### src/sv/light_bar_pair_matcher_macros.svh
// ----------------------------------------------------------------------------
// Light bar pair matcher assertion macros
// Shared helpers for writing concurrent checks with one clock and reset.
// ----------------------------------------------------------------------------
`ifndef LIGHT_BAR_PAIR_MATCHER_MACROS_SVH
`define LIGHT_BAR_PAIR_MATCHER_MACROS_SVH

// Same-cycle implication, disabled while reset is asserted.
`define LBPM_ASSERT_SAME(label, clk, rst_n, ante, cons, msg) \
  label: assert property (@(posedge clk) disable iff (!rst_n) (ante) |-> (cons)) \
    else $error(msg);

// Next-cycle implication, disabled while reset is asserted.
`define LBPM_ASSERT_NEXT(label, clk, rst_n, ante, cons, msg) \
  label: assert property (@(posedge clk) disable iff (!rst_n) (ante) |=> (cons)) \
    else $error(msg);

`endif

### src/sv/lbpm_pkg.sv
// ----------------------------------------------------------------------------
// Light bar pair matcher package
// Types, constants and the arctangent table shared by the matcher modules.
// ----------------------------------------------------------------------------
package lbpm_pkg;

  localparam int unsigned CoordW   = 14;
  localparam int unsigned AngW     = 16;
  localparam int unsigned IdxW     = 5;
  localparam int unsigned ResultLimit = 16;
  localparam int unsigned KW       = 5;
  localparam int unsigned CordicIters = 15;
  localparam int unsigned CordicW  = 22;
  localparam int unsigned ZW       = 17;
  localparam int unsigned ItW      = 4;

  localparam logic [AngW-1:0] AngRight = 16'd23040;  // 90 degrees, Q8.8
  localparam logic [AngW-1:0] AngFlat  = 16'd46080;  // 180 degrees, Q8.8
  localparam logic [AngW-1:0] AngClamp = 16'd15360;  // 60 degrees sum, Q8.8

  typedef logic [CoordW-1:0] coord_t;
  typedef logic [AngW-1:0]   ang_t;
  typedef logic [IdxW-1:0]   idx_t;

  // One bar record as it travels from the front end to the store.
  typedef struct packed {
    coord_t cx;
    coord_t cy;
    coord_t len;
    ang_t   ang;
    logic   last;
  } bar_rec_t;

  // The stored part of a bar record.
  typedef struct packed {
    coord_t cx;
    coord_t cy;
    coord_t len;
    ang_t   ang;
  } bar_ent_t;

  localparam int unsigned EntW = $bits(bar_ent_t);

  typedef enum logic [1:0] {
    F_IDLE,
    F_ITER,
    F_FIX,
    F_PUSH
  } front_state_e;

  typedef enum logic [2:0] {
    B_LOAD,
    B_SCAN_I,
    B_LATCH_I,
    B_SCAN_J,
    B_DIFF,
    B_MUL,
    B_CMP,
    B_DONE
  } back_state_e;

  // atan(2^-i) in Q8.8 degrees.
  function automatic logic [ZW-1:0] cordic_atan(input logic [ItW-1:0] it);
    logic [ZW-1:0] r;
    unique case (it)
      4'd0:    r = 17'd11520;
      4'd1:    r = 17'd6801;
      4'd2:    r = 17'd3593;
      4'd3:    r = 17'd1824;
      4'd4:    r = 17'd916;
      4'd5:    r = 17'd458;
      4'd6:    r = 17'd229;
      4'd7:    r = 17'd115;
      4'd8:    r = 17'd57;
      4'd9:    r = 17'd29;
      4'd10:   r = 17'd14;
      4'd11:   r = 17'd7;
      4'd12:   r = 17'd4;
      4'd13:   r = 17'd2;
      4'd14:   r = 17'd1;
      default: r = 17'd0;
    endcase
    return r;
  endfunction

endpackage

### src/sv/lbpm_front.sv
// ----------------------------------------------------------------------------
// Light bar pair matcher front end
// Accepts bar requests and works out the tilt angle with an iterative CORDIC.
// ----------------------------------------------------------------------------
module lbpm_front (
  input  logic              clk_i,
  input  logic              rst_ni,
  input  logic              in_valid_i,
  output logic              in_stall_o,
  input  lbpm_pkg::coord_t  center_x_i,
  input  lbpm_pkg::coord_t  center_y_i,
  input  lbpm_pkg::coord_t  top_x_i,
  input  lbpm_pkg::coord_t  top_y_i,
  input  lbpm_pkg::coord_t  bottom_x_i,
  input  lbpm_pkg::coord_t  bottom_y_i,
  input  lbpm_pkg::coord_t  bar_length_i,
  input  logic              last_bar_i,
  output logic              push_o,
  input  logic              push_ready_i,
  output lbpm_pkg::bar_rec_t rec_o
);
  import lbpm_pkg::*;

  front_state_e state_q, state_d;

  logic signed [CordicW-1:0] x_q, y_q, sx, sy;
  logic signed [ZW-1:0]      z_q, z_clamp;
  logic [ItW-1:0]            it_q;
  logic                      neg_q;
  bar_rec_t                  rec_q;

  logic signed [CoordW:0] dx, dy;
  logic [CoordW-1:0]      adx, ady;
  logic                   accept, special;

  assign accept  = in_valid_i && (state_q == F_IDLE);
  assign dx      = $signed({1'b0, top_x_i}) - $signed({1'b0, bottom_x_i});
  assign dy      = $signed({1'b0, bottom_y_i}) - $signed({1'b0, top_y_i});
  assign adx     = dx[CoordW] ? CoordW'(-dx) : dx[CoordW-1:0];
  assign ady     = dy[CoordW] ? CoordW'(-dy) : dy[CoordW-1:0];
  assign special = (dy == '0) || (dx == '0);
  assign sx      = x_q >>> it_q;
  assign sy      = y_q >>> it_q;

  always_comb begin
    if (z_q < 0) begin
      z_clamp = '0;
    end else if (z_q > $signed({1'b0, AngRight})) begin
      z_clamp = $signed({1'b0, AngRight});
    end else begin
      z_clamp = z_q;
    end
  end

  always_comb begin
    state_d = state_q;
    unique case (state_q)
      F_IDLE: if (accept) state_d = special ? F_PUSH : F_ITER;
      F_ITER: if (it_q == ItW'(CordicIters - 1)) state_d = F_FIX;
      F_FIX:  state_d = F_PUSH;
      F_PUSH: if (push_ready_i) state_d = F_IDLE;
      default: state_d = F_IDLE;
    endcase
  end

  always_comb begin
    in_stall_o = (state_q != F_IDLE);
    push_o     = (state_q == F_PUSH);
  end

  assign rec_o = rec_q;

  always_ff @(posedge clk_i or negedge rst_ni) begin
    if (!rst_ni) begin
      state_q <= F_IDLE;
    end else begin
      state_q <= state_d;
    end
  end

  always_ff @(posedge clk_i) begin
    unique case (state_q)
      F_IDLE: begin
        if (accept) begin
          rec_q.cx   <= center_x_i;
          rec_q.cy   <= center_y_i;
          rec_q.len  <= bar_length_i;
          rec_q.last <= last_bar_i;
          neg_q      <= dx[CoordW];
          x_q        <= $signed(CordicW'({adx, 4'b0}));
          y_q        <= $signed(CordicW'({ady, 4'b0}));
          z_q        <= '0;
          it_q       <= '0;
          if (dy == '0) begin
            rec_q.ang <= dx[CoordW] ? AngFlat : '0;
          end else begin
            rec_q.ang <= AngRight;
          end
        end
      end
      F_ITER: begin
        if (!y_q[CordicW-1]) begin
          x_q <= x_q + sy;
          y_q <= y_q - sx;
          z_q <= z_q + $signed(cordic_atan(it_q));
        end else begin
          x_q <= x_q - sy;
          y_q <= y_q + sx;
          z_q <= z_q - $signed(cordic_atan(it_q));
        end
        it_q <= it_q + 1'b1;
      end
      F_FIX: begin
        rec_q.ang <= neg_q ? AngFlat - AngW'(z_clamp) : AngW'(z_clamp);
      end
      F_PUSH: ;
      default: ;
    endcase
  end

endmodule

### config.mk
export PLATFORM = sky130hd
export DESIGN_NAME = lbpm_front
export DESIGN_NICKNAME = d
export VERILOG_FILES = /design/src/sv/light_bar_pair_matcher_macros.svh /design/src/sv/lbpm_pkg.sv /design/src/sv/lbpm_front.sv
export SDC_FILE = /design/constraint.sdc
export NUM_CORES = 1
export LEC_CHECK = 0
export BUFFER_PORTS_ARGS = -buffer_cell sky130_fd_sc_hd__buf_2
export CAP_MARGIN = 20
export CORE_MARGIN = 2
export CORE_UTILIZATION = 30
export DETAILED_ROUTE_END_ITERATION = 8
export GPL_TIMING_DRIVEN = 0
export PLACE_DENSITY = 0.58
export REMOVE_ABC_BUFFERS = 1
export SETUP_SLACK_MARGIN = 0.1
export SLEW_MARGIN = 20
export SYNTH_ARGS = -nofsm -noshare
export SYNTH_HDL_FRONTEND = slang
export SYNTH_SLANG_ARGS = --single-unit
### constraint.sdc
create_clock -name clk_i -period 4.5 [get_ports clk_i]
set_input_delay 0.225 -clock clk_i [delete_from_list [all_inputs] [get_ports clk_i]]
set_output_delay 0.225 -clock clk_i [all_outputs]
set_load 0.01 [all_outputs]
; ---- Yosys cells after proc, flatten, opt, wreduce, memory -nomap -nowiden
; Memory sizes are Yosys's and may differ from the RTL's. A register that Yosys moved wholly into a read port is not among the register bits.
; Cells that the tools add are included.
[word_totals]
ff_bits = 127
rom_bits = 448
out_inout_bits = 61
memories = 2
wordCells = 79
inputBits = 103
[mem_list]
columns = memory, words, word_bits, read_ports, rd_clocked_by_memory_dff, write_ports, line_no
row1 = (no name shown), 16, 14, 1, 1, 0, lbpm_pkg.sv:65  ; unique case (it)
row2 = (no name shown), 16, 14, 1, 1, 0, lbpm_pkg.sv:65
[op_classes]
add_sub_neg = 12
shifts = 2
n_mux = 31
n_reduce_logical = 12
eq_ne = 7
n_lt_le_gt_ge = 2
[ops]
columns = op, count
row1 = 2-to-1 mux 17 bit, 7
row2 = 2-to-1 mux 22 bit, 4
row3 = case mux 22 bit (2 select lines), 2
row4 = 2-to-1 mux 16 bit, 5
row5 = adder 22 bit, 2
row6 = >>> shifter 22 x 4 -> 22 bit, 2
row7 = subtractor 22 bit, 2
row8 = case mux 17 bit (2 select lines), 1
row9 = case mux 16 bit (2 select lines), 1
row10 = zero test 15 bit, 2
row11 = subtractor 14 x 14 -> 15 bit, 2
row12 = 2-to-1 mux 14 bit, 2
row13 = negation 14 bit, 2
row14 = adder 17 bit, 1
row15 = > comparator 17 x 16 -> 1 bit (second input constant), 1
row16 = < comparator 17 x 1 -> 1 bit (second input constant), 1
row17 = subtractor 17 bit, 1
row18 = subtractor 16 bit (first input constant), 1
row19 = 2-to-1 mux 4 bit, 3
row20 = 2-to-1 mux 2 bit, 4
row21 = case mux 2 bit (4 select lines), 1
row22 = case mux 4 bit (2 select lines), 1
row23 = AND reduction 2 bit, 3
row24 = nonzero test 2 bit, 3
row25 = other kinds (10), 12

; ---- Logic depth before layout (Yosys ltp)
; Gate-level depths: netlist (run 1).
[logic_depth]
word_depth = 6
ltp_mapped = 23
depth_no_buf = 19

; ---- Worst setup path before layout (run 1)
; OpenSTA, ideal clock, no wires.
[synth_path]
path_kind = register to register
start = reg it_q[1]
end = reg y_q[20], data pin
path_slack_ns = -0.445
path_stages_with_launch = 20
n_path_buf = 4
setup_time_ns = 0.261
t_arrival_ns = 4.683
period_less_slack_ns = 4.945
t_required_ns = 4.239
path_cell_list = edfxtp_1 buf_6 buf_12 buf_12 buf_12 mux4_2 mux2_2 a221o_1 inv_1 ha_1 mux2_2 fa_1 a211oi_1 o21ai_0 nand3_1 a21boi_0 or4_1 a311o_1 o22ai_1 mux2i_1
[synth_between]
elab_chain_len = 4
word_cells_on_any_way = 5
cone_classes = 2 x add/sub / 1 x shift / 2 x mux
[synth_rtl]
columns = item, line_no
row1 = start: declaration, lbpm_front.sv:28  ; logic [ItW-1:0] it_q;
row2 = start signal: assignment, lbpm_front.sv:111  ; it_q <= it_q + 1'b1;
row3 = >>> shifter 22 x 4 -> 22 bit (*), lbpm_front.sv:42  ; assign sx = x_q >>> it_q;
row4 = subtractor 22 bit or adder 22 bit (tied branches), "lbpm_front.sv:104, lbpm_front.sv:108"
row5 = 2-to-1 mux 22 bit (*), lbpm_front.sv:102  ; if (!y_q[CordicW-1]) begin
row6 = case mux 22 bit (2 select lines) (*), lbpm_front.sv:82  ; unique case (state_q)
row7 = end signal: assignment, lbpm_front.sv:91  ; y_q <= $signed(CordicW'({ady, 4'b0}));
row8 = end signal: assignment, lbpm_front.sv:104  ; y_q <= y_q - sx;
row9 = end signal: assignment, lbpm_front.sv:108  ; y_q <= y_q + sx;
row10 = end: declaration, lbpm_front.sv:26  ; logic signed [CordicW-1:0] x_q, y_q, sx, sy;
; Mark *: on every way between the ends. The rest lies on a longest branch, timed or not.
; A chain may end at the register's enable or synchronous reset.

; ---- Worst setup path in the final report (run 1)
[layout_path]
start = reg it_q[1]
end = reg y_q[16], data pin
; The elaborated chain is that of the path after synthesis.

==> impl_metrics.env, run 1 <==
export IMPL_outcome="complete, but fails checks"
export IMPL_violations="DRC, setup timing"
export IMPL_wl_met1_um=18700
export IMPL_synthMuxAreaShare_pct=12.6
export IMPL_clockRootBuffer="clkbuf_16"
export IMPL_slew_viol_final=0
export IMPL_setup_ws_ns=-0.469
export IMPL_netlist_area_mm2=0.0142
export IMPL_cp_required_ns=4.68
export IMPL_synth_fa_ha_area_share_pct=10.1
export IMPL_min_period_ns=4.97
export IMPL_insertion_delay_ns=0.44
export IMPL_timing_fmax_mhz=201
export IMPL_cts_buffer_depth=2
export IMPL_netlist_instances=1527
export IMPL_drv_cap=0
export IMPL_num_vias=13100
export IMPL_drive_gt1_share_pct=25.7
export IMPL_antenna_found_initial=0
export IMPL_synth_top_family_by_area="compound AO/OA/AOI/OAI gates"
export IMPL_postSynth_asyncResetShare_pct=1.42
export IMPL_clkSinkCount=141
export IMPL_yosysWarningCount=0
export IMPL_yosys_area_share_xor_xnor_pct=7.63
export IMPL_overflow=0
export IMPL_syn2layout_area_growth_pct=25.9
export IMPL_synth_simple_gate_area_share_pct=16.1
export IMPL_post_drt_wl_per_cell_um=17.6
export IMPL_track_usage_pct=16.8
export IMPL_firstDrtPassIters=7
export IMPL_die_area_mm2=0.0491
export IMPL_slowest_delay_ns=0.47
export IMPL_die_h_um=221
export IMPL_vias_per_cell=5.47
export IMPL_dpl_cell_area_mm2=0.0158
export IMPL_htree_levels=4
export IMPL_synth_compound_area_share_pct=20.2
export IMPL_crit_arrival_ns=5.15
export IMPL_critPathLaunchType="flop"
export IMPL_dr_wl_met2_um=20200
export IMPL_synth_edf_count=125
export IMPL_min_path_type="in -> async"
export IMPL_pre_cts_ws_ns=-1.43
export IMPL_regArea_mm2=0.00408
export IMPL_period_share_pct=110
export IMPL_gp_congestion=0.939
export IMPL_grt_pass1_vias=12900
export IMPL_rsz0062_at_grt="yes"
export IMPL_cpLargestDelayFamily="compound AO/OA/AOI/OAI gates"
export IMPL_multi_input_area_mm2=0.00999
export IMPL_cp_end_kind="flop"
export IMPL_ys_types=87
export IMPL_design_area_mm2=0.0179
export IMPL_clk_pin_slew_ns=0.07
export IMPL_drc=21
export IMPL_grt_pass1_wl_um=67600
export IMPL_fill_cells=4638
export IMPL_num_antenna_cells=0
export IMPL_grt_max_degree=36
export IMPL_worstPathMaxFanout=6
export IMPL_final_nets=1998
export IMPL_coreArea_mm2=0.0467
export IMPL_finClkSkew_ns=0.0107
export IMPL_setup_viol=20
export IMPL_setup_tns_ns=-4.85
export IMPL_cp_cell_sequence="buf_8, buf_12, buf_12, mux4_2, mux2_4, a221o_1, inv_2, ha_4, and4_4, a21oi_2, xor2_1, ha_1, a21o_1, a21oi_2, o21a_1, a21boi_2, or4_4, buf_6, a31oi_4, xor2_1, o211ai_1"
export IMPL_rows=79
export IMPL_ys_ff_latch=141
export IMPL_ant_nets=0
export IMPL_port_buffers=163
export IMPL_tightest_slew_ns=1.01
export IMPL_routed_wl_met3_um=2660
export IMPL_hpwlAfterDp_um=31200
export IMPL_path_class="reg -> reg"
export IMPL_slowest_stage="a221o_1"
export IMPL_synthFlopType="edfxtp_1"
export IMPL_syn_area_per_cell_um2=9.29
export IMPL_drt_iter0_drc=898
export IMPL_worst_path_buf_inv=5
export IMPL_initial_core_util_pct=30.4
export IMPL_hold_viol_final=0
export IMPL_cts_tree="built"
export IMPL_ioPinCount=164
export IMPL_die_x_um=221
export IMPL_seq_area_frac_synth_pct=28.8
export IMPL_slew_headroom_pct=32.4
export IMPL_highest_layer="met4"
export IMPL_cts_made_buffers=17
export IMPL_wl_um=42400
[cell type report]
type                            count  area share, %
Inverter                           87           1.89
Tap cell                          607           4.25
Timing Repair inverter              2         0.0560
Sequential cell                   141           22.9
Clock inverter                     15          0.609
Clock buffer                       17           2.38
Timing Repair Buffer              294           12.1
Multi-Input combinational cell   1241           55.9
[layout by cell type (no fill, tap or decap), drive strengths merged, types with 7 or more instances in the layout]
cell         count
and2            21
mux4            44
buf            250
nor3            46
clkinv           7
nand3           32
dfxtp           14
mux2i           48
ha             106
o31ai           15
inv             91
or3             11
edfxtp         125
o21bai           8
a21oi           88
nand2          103
and3            16
mux2            25
nor2           135
nand2b          16
xnor2           77
o22ai           18
a21o            27
nor3b            8
o211ai          19
a31oi           29
dlygate4sd3     44
xor2            44
o21ai           85
a22oi            8
a22o             7
o31a            13
a211oi          16
nor4            15
or2             16
clkbuf          17
nor2b           15
o21a            29
[flip-flops by register name, indices dropped and copies added (netlist names), named ones only]
name and cells:
neg_q 1, y_q 22, rec_o 59, x_q 22, state_q 2, it_q 4
z_q 17
[worst reg2reg max path, delay by kind of cell, from the launching register on]
kind	cells	cell delay, ns
compound gates	8	1.43
mux	2	0.74
simple gates	2	0.67
buf+inv	5	0.65
flops	1	0.45
fa+ha+maj	2	0.42
xor+xnor	2	0.32
[cell usage after synthesis (10+ instances only)]
cell      number  area, um^2
a211oi_1      16         120
a21o_1        27         203
a21oi_1       88         440
a31oi_1       29         181
and2_1        21         131
and3_1        16         100
buf_1         14        52.6
clkbuf_1      26        97.6
dfxtp_1       14         280
edfxtp_1     125        3750
ha_1         106        1330
inv_1         86         323
mux2_2        25         282
mux2i_1       48         480
mux4_1        10         263
mux4_2        34         766
nand2_1      103         387
nand2b_1      16         100
nand3_1       32         160
nor2_1       134         503
nor2b_1       15        93.8
nor3_1        45         225
nor4_1        15        93.8
o211ai_1      19         143
o21a_1        29         218
o21ai_0       83         415
o22ai_1       18         113
o31a_1        13         114
o31ai_1       15         113
or2_2         16         100
or3_1         11        68.8
xnor2_1       77         674
xor2_1        44         385
[logic make-up (layout without fill, tap and decap cells)]
group           count (synthesis)  in the layout
compound gates                429            429
xor+xnor                      122            122
fa+ha+maj                     111            111
buf+inv                       145            415
flops                         141            141
mux                           117            117
simple gates                  462            462
[timing repair]
item	4_1_cts	5_1_grt
hold buffers	44	0
hold endpoints to repair	45	0
gates resized for setup	94	44
cloned	2	0
setup endpoints to repair	33	31
setup buffers	57	17
pin swaps	51	44
[worst paths after layout]
kind                                              from  slack (ns)                      to  depth (start not counted)
worst max register to register       it_q[1]$_DFFE_PP_       -0.47       y_q[16]$_DFFE_PP_                         21
worst max-delay path                 it_q[1]$_DFFE_PP_       -0.47       y_q[16]$_DFFE_PP_                         21
worst min register to register  state_q[1]$_DFFE_PN0P_        0.65  state_q[1]$_DFFE_PN0P_                          2
min in group clk_i                          top_y_i[0]        0.33        y_q[4]$_DFFE_PP_                          3
max in group asynchronous                       rst_ni        4.27  state_q[1]$_DFFE_PN0P_                          2
worst min-delay path                            rst_ni        0.11  state_q[0]$_DFFE_PN0P_                          2
[per-stage QoR]
step	utilization (%)	std cells	hold WS (ns)
2_1_floorplan	-	1469	-0.0706
3_3_place_gp	33.1	2239	0.0382
3_5_place_dp	33.8	2257	0.0398
4_1_cts	37.7	2388	0.101
5_1_grt	38.3	2404	0.115
6_report	38.3	2404	0.110
[per-layer routing]
| layer | track usage, % | vias up |
|---|---|---|
| li1 | - | 6327 |
| met1 | 21.7 | 6309 |
| met2 | 29.0 | 444 |
| met3 | 2.84 | 60 |
| met4 | 4.71 | 0 |
| met5 | 0 | - |
Power of run 1 is left out: the tool's default activity adds up to more than one toggle a clock period on the data nets, which glitch-free logic cannot reach.
==> run 2, diff against run 1 <==
--- a/config.mk
+++ b/config.mk
@@ -9,9 +9,11 @@
 export CAP_MARGIN = 20
 export CORE_MARGIN = 2
 export CORE_UTILIZATION = 30
+export CTS_BUF_LIST = sky130_fd_sc_hd__clkbuf_8 sky130_fd_sc_hd__clkbuf_16
 export DETAILED_ROUTE_END_ITERATION = 8
 export GPL_TIMING_DRIVEN = 0
-export PLACE_DENSITY = 0.58
+export MAX_ROUTING_LAYER = met4
+export PLACE_DENSITY = 0.57
 export REMOVE_ABC_BUFFERS = 1
 export SETUP_SLACK_MARGIN = 0.1
 export SLEW_MARGIN = 20
==> constraint.sdc (replaced) <==
create_clock -name clk_i -period 6.1 [get_ports clk_i]
set_input_delay 0.305 -clock clk_i [delete_from_list [all_inputs] [get_ports clk_i]]
set_output_delay 0.305 -clock clk_i [all_outputs]
set_load 0.01 [all_outputs]
==> run 2 against run 1 <==
Against the previous run: the flow finishes with violations (DRC); flip-flop and latch count did not move; critical path depth is 5 lower; sequential share of layout area grew 2.0 points; first-iteration DRC count is 11% lower; clock skew increased by 0.00087 ns; largest cell class unchanged; critical path type unchanged; worst hold slack worse by 0.082 ns; maximum frequency down 11%; design area fell by 8.0%; wire length fell by 6.1%; global-route usage is 0.48 points lower; register-to-register slack improved by 0.96 ns; highest routed layer unchanged; non-clock buffer count decreased by 104.
==> impl_metrics.env, run 2 (synthesis gave the netlist of run 1 again) <==
export IMPL_largest_reg_flops=59
export IMPL_final_nets=1893
export IMPL_critPathLaunchType="flop"
export IMPL_die_h_um=221
export IMPL_overflow=0
export IMPL_r2r_setup_slack_ns=0.49
export IMPL_rows=79
export IMPL_hold_viol_final=0
export IMPL_worst_path_most_repeated_cell="nor2_1"
export IMPL_min_delay_worst_endpoint="rec_o[17]$_DFFE_PP_"
export IMPL_slew_viol_final=0
export IMPL_num_vias=12600
export IMPL_cp_end_kind="flop"
export IMPL_hpwlAfterDp_um=31200
export IMPL_clockRootBuffer="clkbuf_16"
export IMPL_busiest_layer="met2"
export IMPL_rsz0062_at_grt="no"
export IMPL_worstPathMaxFanout=24
export IMPL_violations="DRC"
export IMPL_syn2layout_area_growth_pct=15.8
export IMPL_ant_nets=0
export IMPL_slew_headroom_pct=14.6
export IMPL_gp_congestion=0.968
export IMPL_grt_max_degree=36
export IMPL_clk_pin_slew_ns=0.07
export IMPL_dp_cells=2256
export IMPL_path_class="reg -> reg"
export IMPL_insertion_delay_ns=0.45
export IMPL_drv_cap=0
export IMPL_outcome="complete, but fails checks"
export IMPL_drc=22
export IMPL_ioPinCount=164
export IMPL_slowest_stage="edfxtp_1"
export IMPL_port_buffers=163
export IMPL_antenna_found_initial=0
export IMPL_ff2ff_path_depth=16
export IMPL_cts_tree="built"
export IMPL_num_antenna_cells=0
export IMPL_final_common_cell="buf_2"
export IMPL_cp_cell_sequence="inv_1, mux4_2, nor2_2, o211ai_1, or4b_1, nor2_1, nor2_1, xnor2_1, ha_1, nand3_1, nor3_1, o31a_1, o31ai_1, a211oi_1, o21ai_0, nor3b_1"
export IMPL_r2r_end="x_q[20]$_SDFFCE_PN0P_"
export IMPL_firstDrtPassIters=7
export IMPL_worstHoldPathCells=1
export IMPL_die_area_mm2=0.0491
export IMPL_drive_gt1_share_pct=18.5
export IMPL_use_met2_pct=26.3
export IMPL_timing_fmax_mhz=178
export IMPL_setup_ws_ns=0.487
export IMPL_clkSinkCount=141
export IMPL_die_x_um=221
export IMPL_period_share_pct=92.0
export IMPL_htree_levels=4
export IMPL_cts_buffer_depth=2
export IMPL_coreArea_mm2=0.0467
export IMPL_grt_pass1_vias=12000
export IMPL_final_cell_mix="163 x buf_2, 134 x nor2_1, 125 x edfxtp_1"
export IMPL_fin_cells=2299
export IMPL_min_path_type="in -> reg"
export IMPL_min_period_ns=5.61
export IMPL_crit_arrival_ns=5.80
export IMPL_pre_cts_ws_ns=0.234
export IMPL_post_drt_wl_per_cell_um=17.3
export IMPL_vias_per_cell=5.47
export IMPL_setup_viol=0
export IMPL_dpl_cell_area_mm2=0.0158
export IMPL_initial_core_util_pct=30.4
export IMPL_r2r_start="it_q[2]$_DFFE_PP_"
export IMPL_use_met1_pct=21.2
export IMPL_cp_required_ns=6.28
export IMPL_track_usage_pct=16.3
export IMPL_drt_iter0_drc=798
export IMPL_min_from="bar_length_i[0]"
export IMPL_grt_pass1_wl_um=63600
export IMPL_use_met3_pct=2.47
export IMPL_slowest_delay_ns=0.89
export IMPL_tightest_slew_ns=1.26
export IMPL_finClkSkew_ns=0.0115
export IMPL_design_area_mm2=0.0164
export IMPL_cts_made_buffers=17
export IMPL_wl_um=39800
-- run 2: how the worst max path moves through the flow --
stage	startpoint	to	slack, ns	cells past startpoint
finish	it_q[2]$_DFFE_PP_	x_q[20]$_SDFFCE_PN0P_	0.49	16
global route	it_q[2]$_DFFE_PP_	x_q[20]$_SDFFCE_PN0P_	0.15	16
CTS	it_q[1]$_DFFE_PP_	x_q[20]$_SDFFCE_PN0P_	0.20	21
detailed placement	it_q[1]$_DFFE_PP_	x_q[20]$_SDFFCE_PN0P_	0.23	21
global placement	it_q[1]$_DFFE_PP_	x_q[20]$_SDFFCE_PN0P_	-1.32	17
floorplan	it_q[1]$_DFFE_PP_	x_q[16]$_DFFE_PP_	-0.18	16
-- run 2: layer usage --
layer  vias up  wire [um]  part of all wire (%)
li1       6119          -                     -
met1      6023      18400                    46
met2       402      18500                    47
met3        41       2120                   5.3
met4         0        755                   1.9
met5         -          0                     0
-- run 2: what timing repair did --
item                                    4_1_cts  5_1_grt
hold buffers                                  1        0
endpoints found under the setup margin        0       12
resized for setup                             0        2
setup buffers                                 0        9
endpoints found under the hold margin         2        0
-- run 2: per-stage QoR --
stage | setup TNS (ns) | util [%] | hold WS (ns)
CTS | 0 | 35.0 | 0.00649
global route | 0 | 35.2 | 0.00829
finish | 0 | 35.2 | 0.0281
global placement | -24.17 | 33.1 | 0.119
floorplan | -0.944 | - | 0.00941
detailed placement | 0 | 33.8 | 0.118
-- run 2: worst max-delay path, delay by kind of cell (launching register included) --
kind / cells / cell delay (ns)
AND/OR/NAND/NOR: 7 / 1.66
AO/OA/AOI/OAI: 5 / 0.96
flip-flops: 1 / 0.89
multiplexers: 1 / 0.67
buffers and inverters: 1 / 0.65
adder cells (fa/ha/maj): 1 / 0.39
XOR/XNOR: 1 / 0.12
-- run 2: cell type report --
cell class / instances / area (um^2)
Timing Repair Buffer: 190 / 1200
Timing Repair inverter: 1 / 5.00
Tap cell: 607 / 759
Sequential cell: 141 / 4080
Multi-Input combinational cell: 1241 / 9470
Fill cell: 4749 / 30200
Clock inverter: 15 / 151
Inverter: 87 / 334
Clock buffer: 17 / 425
Power of run 2 is left out for the same reason.
