## src/sv/light_bar_pair_matcher_macros.svh

```systemverilog
// ----------------------------------------------------------------------------
// Light bar pair matcher assertion macros
// Shared helpers for writing concurrent checks with one clock and reset.
// ----------------------------------------------------------------------------
`ifndef LIGHT_BAR_PAIR_MATCHER_MACROS_SVH
`define LIGHT_BAR_PAIR_MATCHER_MACROS_SVH

// Same-cycle implication, disabled while reset is asserted.
`define LBPM_ASSERT_SAME(label, clk, rst_n, ante, cons, msg) \
  label: assert property (@(posedge clk) disable iff (!rst_n) (ante) |-> (cons)) \
    else $error(msg);

// Next-cycle implication, disabled while reset is asserted.
`define LBPM_ASSERT_NEXT(label, clk, rst_n, ante, cons, msg) \
  label: assert property (@(posedge clk) disable iff (!rst_n) (ante) |=> (cons)) \
    else $error(msg);

`endif

```

## src/sv/lbpm_pkg.sv

```systemverilog
// ----------------------------------------------------------------------------
// Light bar pair matcher package
// Types, constants and the arctangent table shared by the matcher modules.
// ----------------------------------------------------------------------------
package lbpm_pkg;

  localparam int unsigned CoordW   = 14;
  localparam int unsigned AngW     = 16;
  localparam int unsigned IdxW     = 5;
  localparam int unsigned ResultLimit = 16;
  localparam int unsigned KW       = 5;
  localparam int unsigned CordicIters = 15;
  localparam int unsigned CordicW  = 22;
  localparam int unsigned ZW       = 17;
  localparam int unsigned ItW      = 4;

  localparam logic [AngW-1:0] AngRight = 16'd23040;  // 90 degrees, Q8.8
  localparam logic [AngW-1:0] AngFlat  = 16'd46080;  // 180 degrees, Q8.8
  localparam logic [AngW-1:0] AngClamp = 16'd15360;  // 60 degrees sum, Q8.8

  typedef logic [CoordW-1:0] coord_t;
  typedef logic [AngW-1:0]   ang_t;
  typedef logic [IdxW-1:0]   idx_t;

  // One bar record as it travels from the front end to the store.
  typedef struct packed {
    coord_t cx;
    coord_t cy;
    coord_t len;
    ang_t   ang;
    logic   last;
  } bar_rec_t;

  // The stored part of a bar record.
  typedef struct packed {
    coord_t cx;
    coord_t cy;
    coord_t len;
    ang_t   ang;
  } bar_ent_t;

  localparam int unsigned EntW = $bits(bar_ent_t);

  typedef enum logic [1:0] {
    F_IDLE,
    F_ITER,
    F_FIX,
    F_PUSH
  } front_state_e;

  typedef enum logic [2:0] {
    B_LOAD,
    B_SCAN_I,
    B_LATCH_I,
    B_SCAN_J,
    B_DIFF,
    B_MUL,
    B_CMP,
    B_DONE
  } back_state_e;

  // atan(2^-i) in Q8.8 degrees.
  function automatic logic [ZW-1:0] cordic_atan(input logic [ItW-1:0] it);
    logic [ZW-1:0] r;
    unique case (it)
      4'd0:    r = 17'd11520;
      4'd1:    r = 17'd6801;
      4'd2:    r = 17'd3593;
      4'd3:    r = 17'd1824;
      4'd4:    r = 17'd916;
      4'd5:    r = 17'd458;
      4'd6:    r = 17'd229;
      4'd7:    r = 17'd115;
      4'd8:    r = 17'd57;
      4'd9:    r = 17'd29;
      4'd10:   r = 17'd14;
      4'd11:   r = 17'd7;
      4'd12:   r = 17'd4;
      4'd13:   r = 17'd2;
      4'd14:   r = 17'd1;
      default: r = 17'd0;
    endcase
    return r;
  endfunction

endpackage

```

## src/sv/lbpm_queue.sv

```systemverilog
// ----------------------------------------------------------------------------
// Light bar pair matcher queue
// Two-entry queue of bar records between the front end and the matcher.
// ----------------------------------------------------------------------------
module lbpm_queue (
  input  logic               clk_i,
  input  logic               rst_ni,
  input  logic               push_i,
  output logic               push_ready_o,
  input  lbpm_pkg::bar_rec_t push_rec_i,
  output logic               pop_valid_o,
  input  logic               pop_i,
  output lbpm_pkg::bar_rec_t pop_rec_o
);
  import lbpm_pkg::*;

  bar_rec_t   slot_q [2];
  logic       wr_q, rd_q;
  logic [1:0] fill_q;
  logic       do_push, do_pop;

  assign push_ready_o = (fill_q != 2'd2);
  assign pop_valid_o  = (fill_q != 2'd0);
  assign pop_rec_o    = slot_q[rd_q];
  assign do_push      = push_i && push_ready_o;
  assign do_pop       = pop_i && pop_valid_o;

  always_ff @(posedge clk_i or negedge rst_ni) begin
    if (!rst_ni) begin
      wr_q   <= 1'b0;
      rd_q   <= 1'b0;
      fill_q <= 2'd0;
    end else begin
      if (do_push) wr_q <= ~wr_q;
      if (do_pop)  rd_q <= ~rd_q;
      fill_q <= fill_q + 2'(do_push) - 2'(do_pop);
    end
  end

  always_ff @(posedge clk_i) begin
    if (do_push) begin
      slot_q[wr_q] <= push_rec_i;
    end
  end

endmodule

```

## config.mk

```make
export PLATFORM = sky130hd
export DESIGN_NAME = lbpm_queue
export DESIGN_NICKNAME = d
export VERILOG_FILES = /design/src/sv/light_bar_pair_matcher_macros.svh /design/src/sv/lbpm_pkg.sv /design/src/sv/lbpm_queue.sv
export SDC_FILE = /design/constraint.sdc
export NUM_CORES = 1
export LEC_CHECK = 0
export ABC_AREA = 1
export BUFFER_PORTS_ARGS = -buffer_cell sky130_fd_sc_hd__buf_4
export CORE_MARGIN = 2
export CORE_UTILIZATION = 52
export CTS_CLUSTER_DIAMETER = 120
export DETAILED_ROUTE_END_ITERATION = 8
export GPL_TIMING_DRIVEN = 0
export HOLD_SLACK_MARGIN = 0.08
export PLACE_DENSITY = 0.79
export SYNTH_ARGS = -nofsm -noshare
export SYNTH_HDL_FRONTEND = slang
export SYNTH_SLANG_ARGS = --single-unit
```

## constraint.sdc

```tcl
create_clock -name clk_i -period 4.7 [get_ports clk_i]
set_clock_uncertainty 0.1 [all_clocks]
set_input_delay 0.705 -clock clk_i [delete_from_list [all_inputs] [get_ports clk_i]]
set_output_delay 0.705 -clock clk_i [all_outputs]
set_load 0.005 [all_outputs]
```

# Word-level counts from Yosys, hierarchy flattened
# Memory sizes are Yosys's and may differ from the RTL's.
# Index checks and enable logic that the tools add are counted.
dict set report word_totals {
  register_bits 4
  inputBits 63
  out_inout_bits 61
  mem_bits_rw 118
  n_memories 1
  word_cells 14
}
dict set report op_classes {
  muxes 2
  n_eq_ne 1
  n_reduce_logical 3
  addsub 2
  bitwise 2
}
# memory depth word_bits rd rd_clocked_by_memory_dff wr line
set mem_list {}
lappend mem_list {slot_q 2 59 1 0 1 lbpm_queue.sv:17} ;# bar_rec_t slot_q [2];
# op count
set op_table {}
lappend op_table {{$add A2 B1 Y2} 1}
lappend op_table {{$logic_and A1 B1 Y1} 2}
lappend op_table {{$mux W1} 2}
lappend op_table {{$ne A2 B2 Y1 const B} 1}
lappend op_table {{$not A1 Y1} 2}
lappend op_table {{$reduce_bool A2 Y1} 1}
lappend op_table {{$sub A2 B1 Y2} 1}

# Logic depth before layout (Yosys ltp)
# Gate-level depths: netlist of the first run.
dict set report depth {
  depth_word 4
  mapped_depth 10
  depth_no_buf 10
}

# Least setup slack after synthesis of the first run
# Ideal clock, no wire load.
dict set report synth_path {
  kind {input -> register}
  start {in push_i}
  end {mem slot_q[1][0] (netlist bit) (enable)}
  arrival_ns 3.258
  path_buffers 0
  path_stages 2
  path_slack_ns 0.866
  required_time_ns 4.124
  setup_time_ns 0.476
  cell_sequence {nand2_1 nor2_1}
}
dict set report synth_via {
  elab_chain_len 3
}
# element line
set synth_rtl {}
lappend synth_rtl {{start: declaration} lbpm_queue.sv:8} ;# input logic push_i,
lappend synth_rtl {{$logic_and A1 B1 Y1} lbpm_queue.sv:25} ;# assign do_push = push_i && push_ready_o;
lappend synth_rtl {{$mux W1} lbpm_queue.sv:41} ;# if (do_push) begin
lappend synth_rtl {{$mux W1 (implied by the code)} lbpm_queue.sv:42} ;# slot_q[wr_q] <= push_rec_i;
lappend synth_rtl {{end: declaration} lbpm_queue.sv:17}
# No other way between the ends.

==> results.sh, run 1 <==
export IMPL_fp_dieH_microns=97.7
export IMPL_hp_start="push_rec_i[48]"
export IMPL_start_kind="register"
export IMPL_vias=2889
export IMPL_start_util=0.531
export IMPL_viasPerCell=4.78
export IMPL_crit_arrival_ns=1.50
export IMPL_antenna_found_initial=0
export IMPL_avgSynthCellArea_sq_um=13.4
export IMPL_die_area_sq_mm=0.00954
export IMPL_synth_warnings=0
export IMPL_clock_latency_ns=0.50
export IMPL_area_delta_synth_final_pct=36.5
export IMPL_synth_cell_area_sq_mm=0.00456
export IMPL_crit_chain="buf_6 -> inv_6 -> buf_6 -> nand2_1 -> nand2_1 -> buf_4"
export IMPL_coreArea_sq_mm=0.00859
export IMPL_stdcell_area_sq_mm=0.00623
export IMPL_grt_start_max_net_pins=32
export IMPL_route_detailed_wl_per_inst_microns=14.6
export IMPL_synth_compound_area_frac=0
export IMPL_hold_end="slot_q[0][48]"
export IMPL_synth_cells=340
export IMPL_drt_iter0_drc=138
export IMPL_cts_root_buf="clkbuf_8"
export IMPL_drt_total_wl_microns=8840
export IMPL_yosys_register_bits=122
export IMPL_hold_path_class="input port to register"
export IMPL_synth_cell_types=10
export IMPL_syn_num_nets=405
export IMPL_place_gp_congestion=0.721
export IMPL_cts_tree="done"
export IMPL_post_route_period_util=0.490
export IMPL_fin_setup_tns_ns=0
export IMPL_crit_path_top_delay_cell="dfrtp_1"
export IMPL_post_cts_buffers=0
export IMPL_clk_pin_slew_ns=0.06
export IMPL_path_max_fanout=10
export IMPL_rsz0062_at_grt="no"
export IMPL_track_usage=0.192
export IMPL_maxCapViolCount=0
export IMPL_hold_violations=0
export IMPL_grt_overflow=0
export IMPL_r2r_setup_slack_ns=2.59
export IMPL_die_w_microns=97.7
export IMPL_num_rows=34
export IMPL_pin_count=124
export IMPL_synth_area_mux_share=0
export IMPL_max_freq_mhz=435
export IMPL_drive_gt1_frac=0.340
export IMPL_path_class="register to output port"
export IMPL_powerDensity_mw_per_mm2=644
export IMPL_synth_top_cell_by_area="edfxtp_1"
export IMPL_place_area_sq_mm=0.00567
export IMPL_diodes=0
export IMPL_synth_xor_area_frac=0
export IMPL_critPathTopFamily="buffers and inverters"
export IMPL_drt_pass1_iterations=5
export IMPL_numCtsBuffers=17
export IMPL_portBuffers=123
export IMPL_clockBufferDepth=2
export IMPL_r2r_start="fill_q[1]"
export IMPL_worst_ep_required_time_ns=3.89
export IMPL_ctsHoldBuffers=1
export IMPL_tightest_slew_ns=0.869
export IMPL_drt_antenna_violating_nets=0
export IMPL_place_hpwl_microns=5890
export IMPL_slowest_delay_ns=0.37
export IMPL_yosys_area_share_simple=0.160
export IMPL_synthAdderAreaFrac=0.00548
export IMPL_cp_num_buf_inv=4
export IMPL_fillers=567
export IMPL_total_power_mw=4.01
export IMPL_outcome="completed"
export IMPL_setup_violations=0
export IMPL_slew_headroom=0.420
export IMPL_maxSlewViolCount=0
export IMPL_drc=0
export IMPL_synth_top_area_share=0.777
export IMPL_synth_top_family_by_area="simple AND/OR/NAND/NOR gates"
export IMPL_ctsResizeCount=0
export IMPL_ir_drop_mv=0.339
export IMPL_rr_worst_depth=4
export IMPL_critical_path_endpoint_type="output port"
export IMPL_p_leak_nw=2.72
export IMPL_grt_pass1_wl_microns=14200
export IMPL_htreeDepth=4
export IMPL_hold_slack_ns=0.289
export IMPL_whs_path_depth=1
export IMPL_cts_sinks=122
export IMPL_final_nets=550
export IMPL_r2r_end="slot_q[1][25]"
export IMPL_ys_seq_area_frac=0.798
export IMPL_yosys_top_cells_area="edfxtp_1 78%, nand2_1 16%, dfrtp_1 2.2%"
export IMPL_grt_pass1_vias=3014
export IMPL_final_min_clock_period_ns=2.30
## final cells by class
type	count	area [sq um]	area share
Buffer	13	124	0.0199
Timing Repair Buffer	126	973	0.156
Clock inverter	12	128	0.0205
Clock buffer	19	422	0.0677
Inverter	9	38.8	0.00623
Tap cell	108	135	0.0217
Multi-Input combinational cell	196	764	0.123
Sequential cell	122	3640	0.585
## placed cells by master, fill, tap and decap left out
cell           count
buf_6              7
clkinv_2           3
edfxtp_1         118
dlygate4sd3_1      1
nor2_4             1
clkinv_4           3
dfrtp_1            4
nand2_1          190
inv_6              1
inv_1              7
ha_1               2
clkinvlp_4         3
buf_4            129
inv_2              1
nand3_1            3
clkbuf_16         16
clkbuf_8           1
clkinv_1           1
bufinv_16          2
clkbuf_1           2
buf_12             2
## registers in the layout, summed over array words and instances, names as in the netlist
name,count
rd_q,1
slot_q,118
fill_q,2
wr_q,1
## worst max-delay path by stage
stage	start	end	slack (ns)	depth (start not counted)
after floorplan	push_i	slot_q[1][0]	0.87	2
after global routing	rd_q	pop_rec_o[50]	2.31	6
after global placement	push_i	slot_q[1][12]	-0.44	3
after detailed placement	push_i	slot_q[1][11]	2.34	4
final	rd_q	pop_rec_o[53]	2.40	6
after CTS	rd_q	pop_rec_o[50]	2.37	6
## kinds of logic after synthesis
group,Yosys count
adders and majority gates,2
buffers and inverters,22
DFF,122
and+or+nand+nor,194
## cell usage after synthesis
master / instances
nand2_1: 190
dfrtp_1: 4
buf_4: 6
edfxtp_1: 118
buf_6: 7
inv_6: 1
nand3_1: 3
ha_1: 2
nor2_1: 1
inv_1: 8
## metal layers
metal,vias up,wire length (microns),GRT usage
li1,1426,-,-
met1,1359,3620,0.229
met2,99,4570,0.331
met3,5,603,0.0683
met4,0,42,0.0545
met5,-,0,0
## power by group
part	leakage, nW	total, mW	internal (mW)	switching (mW)
clock	0.261	1.18	0.747	0.435
sequential	1.15	1.55	1.49	0.0598
combinational	1.31	1.29	0.596	0.690
## metrics by stage
stage | utilization | instances | worst slack (ns)
3_3_place_gp | 0.654 | 571 | -0.438
4_1_cts | 0.725 | 605 | 2.37
6_report | 0.725 | 605 | 2.40
2_1_floorplan | - | 340 | 0.866
5_1_grt | 0.725 | 605 | 2.31
3_5_place_dp | 0.660 | 573 | 2.34
(Power assumes the default switching activity.)
==> run 2, diff against run 1 <==
--- a/config.mk
+++ b/config.mk
@@ -5,7 +5,7 @@
 export SDC_FILE = /design/constraint.sdc
 export NUM_CORES = 1
 export LEC_CHECK = 0
-export ABC_AREA = 1
+export ABC_AREA = 0
 export BUFFER_PORTS_ARGS = -buffer_cell sky130_fd_sc_hd__buf_4
 export CORE_MARGIN = 2
 export CORE_UTILIZATION = 52
==> constraint.sdc (replaced) <==
create_clock -name clk_i -period 2.2 [get_ports clk_i]
set_clock_uncertainty 0.1 [all_clocks]
set_input_delay 0.33 -clock clk_i [delete_from_list [all_inputs] [get_ports clk_i]]
set_output_delay 0.33 -clock clk_i [all_outputs]
set_load 0.005 [all_outputs]
==> run 2 against run 1 <==
  * Cell count fell by 13%
  * Critical path depth fell by 2
  * Sequential share of layout area fell by 6.5 points
  * First-iteration DRC count fell by 36%
  * Sequential cell count did not move
  * Via count fell by 11%
  * Die area rose by 3.0%
  * Highest routed layer unchanged
  * Routed wire length rose by 4.3%
  * Combinational power rose by 130%
  * Area after synthesis rose by 3.2%
==> results.sh, run 2 <==
export IMPL_ys_seq_area_frac=0.774
export IMPL_grt_overflow=0
export IMPL_synth_edf_count=118
export IMPL_slew_headroom=0.438
export IMPL_worst_ep_required_time_ns=1.77
export IMPL_post_route_period_util=0.943
export IMPL_drive_gt1_frac=0.533
export IMPL_r2r_setup_slack_ns=0.24
export IMPL_numCtsBuffers=17
export IMPL_synth_cells=201
export IMPL_diodes=0
export IMPL_drc=0
export IMPL_rsz0062_at_grt="no"
export IMPL_grt_pass1_wl_microns=14200
export IMPL_final_cell_mix="123 x buf_4, 118 x edfxtp_1, 62 x dlygate4sd3_1, 59 x mux2_4, 16 x clkbuf_16"
export IMPL_finalNonFillerCells=528
export IMPL_crit_arrival_ns=1.64
export IMPL_synthArstFlopShare=0.0328
export IMPL_r2r_end="slot_q[0][2]"
export IMPL_r2r_start="fill_q[1]"
export IMPL_p_leak_nw=2.86
export IMPL_max_freq_mhz=482
export IMPL_clk_pin_slew_ns=0.06
export IMPL_fp_dieH_microns=99.1
export IMPL_maxSlewViolCount=0
export IMPL_cts_root_buf="clkbuf_8"
export IMPL_dp_cells=433
export IMPL_grt_start_max_net_pins=60
export IMPL_area_delta_synth_final_pct=49.0
export IMPL_powerDensity_mw_per_mm2=1280
export IMPL_track_usage=0.194
export IMPL_antenna_found_initial=0
export IMPL_tightest_slew_ns=0.843
export IMPL_syn_num_nets=266
export IMPL_final_min_clock_period_ns=2.07
export IMPL_path_max_fanout=10
export IMPL_grt_pass1_vias=2751
export IMPL_viasPerCell=4.86
export IMPL_drt_antenna_violating_nets=0
export IMPL_final_core_utilization=0.800
export IMPL_setup_violations=0
export IMPL_top_register="slot_q"
export IMPL_dp_slack_ns=-0.0925
export IMPL_drt_iter0_drc=89
export IMPL_yosys_register_bits=122
export IMPL_avgSynthCellArea_sq_um=23.4
export IMPL_die_area_sq_mm=0.00983
export IMPL_num_rows=34
export IMPL_portBuffers=123
export IMPL_top_regs="slot_q x118, fill_q x2"
export IMPL_vias=2567
export IMPL_htreeDepth=4
export IMPL_coreArea_sq_mm=0.00876
export IMPL_crit_path_end="pop_rec_o[6]"
export IMPL_cts_tree="done"
export IMPL_outcome="completed"
export IMPL_synth_cell_area_sq_mm=0.00471
export IMPL_rr_worst_depth=4
export IMPL_start_util=0.537
export IMPL_synth_ff_type="edfxtp_1"
export IMPL_drt_pass1_iterations=4
export IMPL_synth_cell_types=14
export IMPL_crit_start="rd_q"
export IMPL_synth_top_area_share=0.753
export IMPL_die_w_microns=99.1
export IMPL_path_class="register to output port"
export IMPL_start_kind="register"
export IMPL_hold_path_class="input port to register"
export IMPL_final_nets=472
export IMPL_setup_ws_ns=0.125
export IMPL_maxCapViolCount=0
export IMPL_hold_violations=0
export IMPL_critical_path_endpoint_type="output port"
export IMPL_drt_total_wl_microns=9220
export IMPL_yosys_top_cells_area="edfxtp_1 75%, mux2_4 19%, dfrtp_1 2.1%"
export IMPL_pin_count=124
export IMPL_synth_top_cell_by_area="edfxtp_1"
export IMPL_clockBufferDepth=2
export IMPL_largest_reg_flops=118
export IMPL_cts_sinks=122
export IMPL_place_hpwl_microns=4990
export IMPL_place_gp_congestion=0.671
export IMPL_yosysMostFrequentCell="edfxtp_1"
export IMPL_ir_drop_mv=1.08
export IMPL_layout_commonest_cell="buf_4"
export IMPL_synth_warnings=0
export IMPL_clock_latency_ns=0.49
export IMPL_route_detailed_wl_per_inst_microns=17.5
export IMPL_synth_commonest_cells="118 x edfxtp_1, 59 x mux2_4, 7 x buf_6"
export IMPL_fin_setup_tns_ns=0
[run 2: cells by family (layout without fill, tap and decap cells)]
| group | count (synthesis) | after routing | share of synthesized area |
|---|---|---|---|
| multiplexers | 59 | 59 | 0.188 |
| AND/OR/NAND/NOR | 6 | 7 | 0.00744 |
| buffers and inverters | 8 | 226 | 0.0175 |
| XOR/XNOR | 4 | 4 | 0.00744 |
| adder cells (fa/ha/maj) | 2 | 2 | 0.00532 |
| flip-flops | 122 | 122 | 0.774 |
[run 2: worst max-delay path, cell delays in order, from the launching register on]
cell and delay, ns:
dfrtp_1 0.34, buf_6 0.15, buf_6 0.20, mux2_4 0.32, buf_4 0.14
[run 2: cell type report]
class / count / area, sq um
flip-flops and latches: 122 / 3640
fillers: 430 / 1750
repair buffers: 186 / 1560
multi-input cells: 72 / 1000
clock buffers: 17 / 414
clock inverters: 15 / 174
well taps: 108 / 135
plain buffers: 7 / 78.8
inverters: 1 / 3.75
[run 2: through the flow]
stage | cell area, sq um | power [mW] | hold WS (ns)
final | 7010 | 9.01 | 0.164
after global placement | 5770 | 6.13 | 0.0302
after detailed placement | 5790 | 6.22 | 0.0321
after global routing | 7010 | 9.39 | 0.181
after floorplan | 4720 | 5.03 | -0.0656
after CTS | 7010 | 9.05 | 0.143
[run 2: worst min path at each step]
stage          startpoint        end  slack (ns)  depth (start not counted)
2_1_floorplan      rst_ni  fill_q[0]       -0.07                          0
3_3_place_gp       rst_ni  fill_q[0]        0.03                          1
3_5_place_dp       rst_ni       rd_q        0.03                          1
4_1_cts            push_i       wr_q        0.14                          3
5_1_grt            push_i       wr_q        0.18                          3
6_report           push_i       wr_q        0.16                          3
[run 2: power breakdown]
part	leakage, nW	internal, mW	switching (mW)
Combinational	1.44	1.75	1.18
Clock	0.280	1.73	1.00
Sequential	1.14	3.19	0.160
[run 2: layer usage]
| metal | vias up | track usage | share of wire |
|---|---|---|---|
| met5 | - | 0 | 0 |
| met4 | 0 | 0.0706 | 0.0084 |
| met3 | 6 | 0.0527 | 0.045 |
| met2 | 78 | 0.351 | 0.55 |
| met1 | 1271 | 0.220 | 0.40 |
| li1 | 1212 | - | - |
[run 2: timing repair]
item	4_1_cts	5_1_grt
hold buffers	62	0
resized for setup	1	0
setup endpoints to repair	88	0
setup buffers	0	0
hold endpoints to repair	123	0
==> run 3, diff against run 2 <==
--- a/config.mk
+++ b/config.mk
@@ -7,7 +7,6 @@
 export LEC_CHECK = 0
 export ABC_AREA = 0
 export BUFFER_PORTS_ARGS = -buffer_cell sky130_fd_sc_hd__buf_4
-export CORE_MARGIN = 2
 export CORE_UTILIZATION = 52
 export CTS_CLUSTER_DIAMETER = 120
 export DETAILED_ROUTE_END_ITERATION = 8
==> run 3 against run 2 <==
  * Global-route usage grew 0.74 points
  * Die area shrank 4.0%
  * Count of clock-buffer cells in the layout grew 1
  * Fmax shrank 0.40%
  * Setup slack lost 0.0084 ns
==> results.sh, run 3 (synthesized netlist as in run 2, its figures left out) <==
export IMPL_outcome="completed"
export IMPL_cts_tree="done"
export IMPL_powerDensity_mw_per_mm2=1290
export IMPL_rr_worst_depth=4
export IMPL_cts_root_buf="clkbuf_8"
export IMPL_start_util=0.537
export IMPL_area_delta_synth_final_pct=49.2
export IMPL_drc=0
export IMPL_vias=2536
export IMPL_fp_dieH_microns=97.1
export IMPL_path_max_fanout=10
export IMPL_viasPerCell=4.80
export IMPL_place_gp_congestion=0.644
export IMPL_whs_path_depth=3
export IMPL_die_area_sq_mm=0.00944
export IMPL_slew_headroom=0.444
export IMPL_maxCapViolCount=0
export IMPL_drive_gt1_frac=0.531
export IMPL_largest_reg_flops=118
export IMPL_setup_violations=0
export IMPL_diodes=0
export IMPL_finalNonFillerCells=528
export IMPL_start_kind="register"
export IMPL_clockBufferDepth=2
export IMPL_clk_pin_slew_ns=0.06
export IMPL_rsz0062_at_grt="no"
export IMPL_maxSlewViolCount=0
export IMPL_crit_arrival_ns=1.65
export IMPL_cts_sinks=122
export IMPL_portBuffers=123
export IMPL_drt_total_wl_microns=9020
export IMPL_pin_count=124
export IMPL_worst_ep_required_time_ns=1.77
export IMPL_grt_overflow=0
export IMPL_path_class="register to output port"
export IMPL_die_w_microns=97.1
export IMPL_numCtsBuffers=17
export IMPL_fillers=443
export IMPL_place_hpwl_microns=4880
export IMPL_num_rows=34
export IMPL_clock_latency_ns=0.50
export IMPL_total_power_mw=9.04
export IMPL_grt_start_max_net_pins=60
export IMPL_final_min_clock_period_ns=2.08
export IMPL_post_route_period_util=0.947
export IMPL_coreArea_sq_mm=0.00876
export IMPL_hold_path_class="input port to register"
export IMPL_layout_commonest_cell="buf_4"
export IMPL_top_regs="slot_q x118, fill_q x2"
export IMPL_critical_path_endpoint_type="output port"
export IMPL_final_core_utilization=0.801
export IMPL_htreeDepth=4
export IMPL_drt_antenna_violating_nets=0
export IMPL_drt_pass1_iterations=4
export IMPL_final_cell_mix="123 x buf_4, 118 x edfxtp_1, 62 x dlygate4sd3_1, 59 x mux2_4, 16 x clkbuf_16"
export IMPL_top_register="slot_q"
export IMPL_antenna_found_initial=0
export IMPL_track_usage=0.201
export IMPL_grt_pass1_vias=2849
export IMPL_final_nets=472
export IMPL_grt_pass1_wl_microns=14100
export IMPL_p_leak_nw=2.86
export IMPL_max_freq_mhz=480
export IMPL_hold_violations=0
export IMPL_drt_iter0_drc=72
export IMPL_tightest_slew_ns=0.835
export IMPL_route_detailed_wl_per_inst_microns=17.1
export IMPL_ir_drop_mv=1.03
export IMPL_dp_cells=433
run 3: cell count changes in the layout (fill, tap and decap cells not counted):
cell / before / now
bufinv_16: 3 / 4
clkbuf_1: 0 / 1
clkinv_2: 2 / 4
clkinv_4: 2 / 1
inv_6: 3 / 0
run 3: worst paths after layout:
| kind | slack (ns) | endpoint | from |
|---|---|---|---|
| max reg2reg | 0.20 | slot_q[0][19] | fill_q[1] |
| min in group asynchronous | 0.64 | fill_q[0] | rst_ni |
| min reg2reg | 0.47 | fill_q[0] | fill_q[0] |
| min | 0.20 | wr_q | push_i |
| max in group asynchronous | 1.18 | wr_q | rst_ni |
| max | 0.12 | pop_rec_o[34] | rd_q |
run 3: per-stage QoR:
stage / area (sq um) / setup slack, ns / hold WS (ns) / setup TNS [ns]
final: 7020 / 0.117 / 0.205 / 0
after global routing: 7020 / 0.0546 / 0.215 / 0
after CTS: 7020 / 0.0308 / 0.119 / 0
after detailed placement: 5790 / -0.0412 / 0.0292 / -2.16
after global placement: 5770 / -0.323 / 0.0280 / -20.09
after floorplan: 4720 / 0.168 / -0.0656 / 0
run 3: power by group:
| group | leakage, nW | switching (mW) | internal (mW) |
|---|---|---|---|
| clock | 0.285 | 0.947 | 1.82 |
| combinational | 1.44 | 1.17 | 1.75 |
| sequential | 1.14 | 0.164 | 3.19 |
run 3: layout make-up:
cell class                      instances  area, sq um  share of cell area
Sequential cell                       122         3640               0.519
Clock inverter                         14          179              0.0255
Timing Repair Buffer                  186         1560               0.223
Buffer                                  7         78.8              0.0112
Multi-Input combinational cell         72         1000               0.142
Tap cell                              108          135              0.0192
Clock buffer                           18          418              0.0595
Inverter                                1         3.75            0.000535
run 3: timing repair:
action / in CTS / in global routing
resized for setup: 1 / 0
buffers inserted: 0 / 0
cloned: 0 / 1
endpoints found under the setup margin: 59 / 31
endpoints found under the hold margin: 123 / 0
pin swaps: 0 / 1
hold buffers: 62 / 0
run 3: critical path, stage by stage (launching register included):
cell     delay, ns
dfrtp_1       0.34
buf_6         0.15
buf_6         0.19
mux2_4        0.33
buf_4         0.14
run 3: metal layers:
metal,GRT usage,share of wire
met1,0.222,0.39
met2,0.359,0.56
met3,0.0655,0.044
met4,0.0792,0.013
met5,0,0
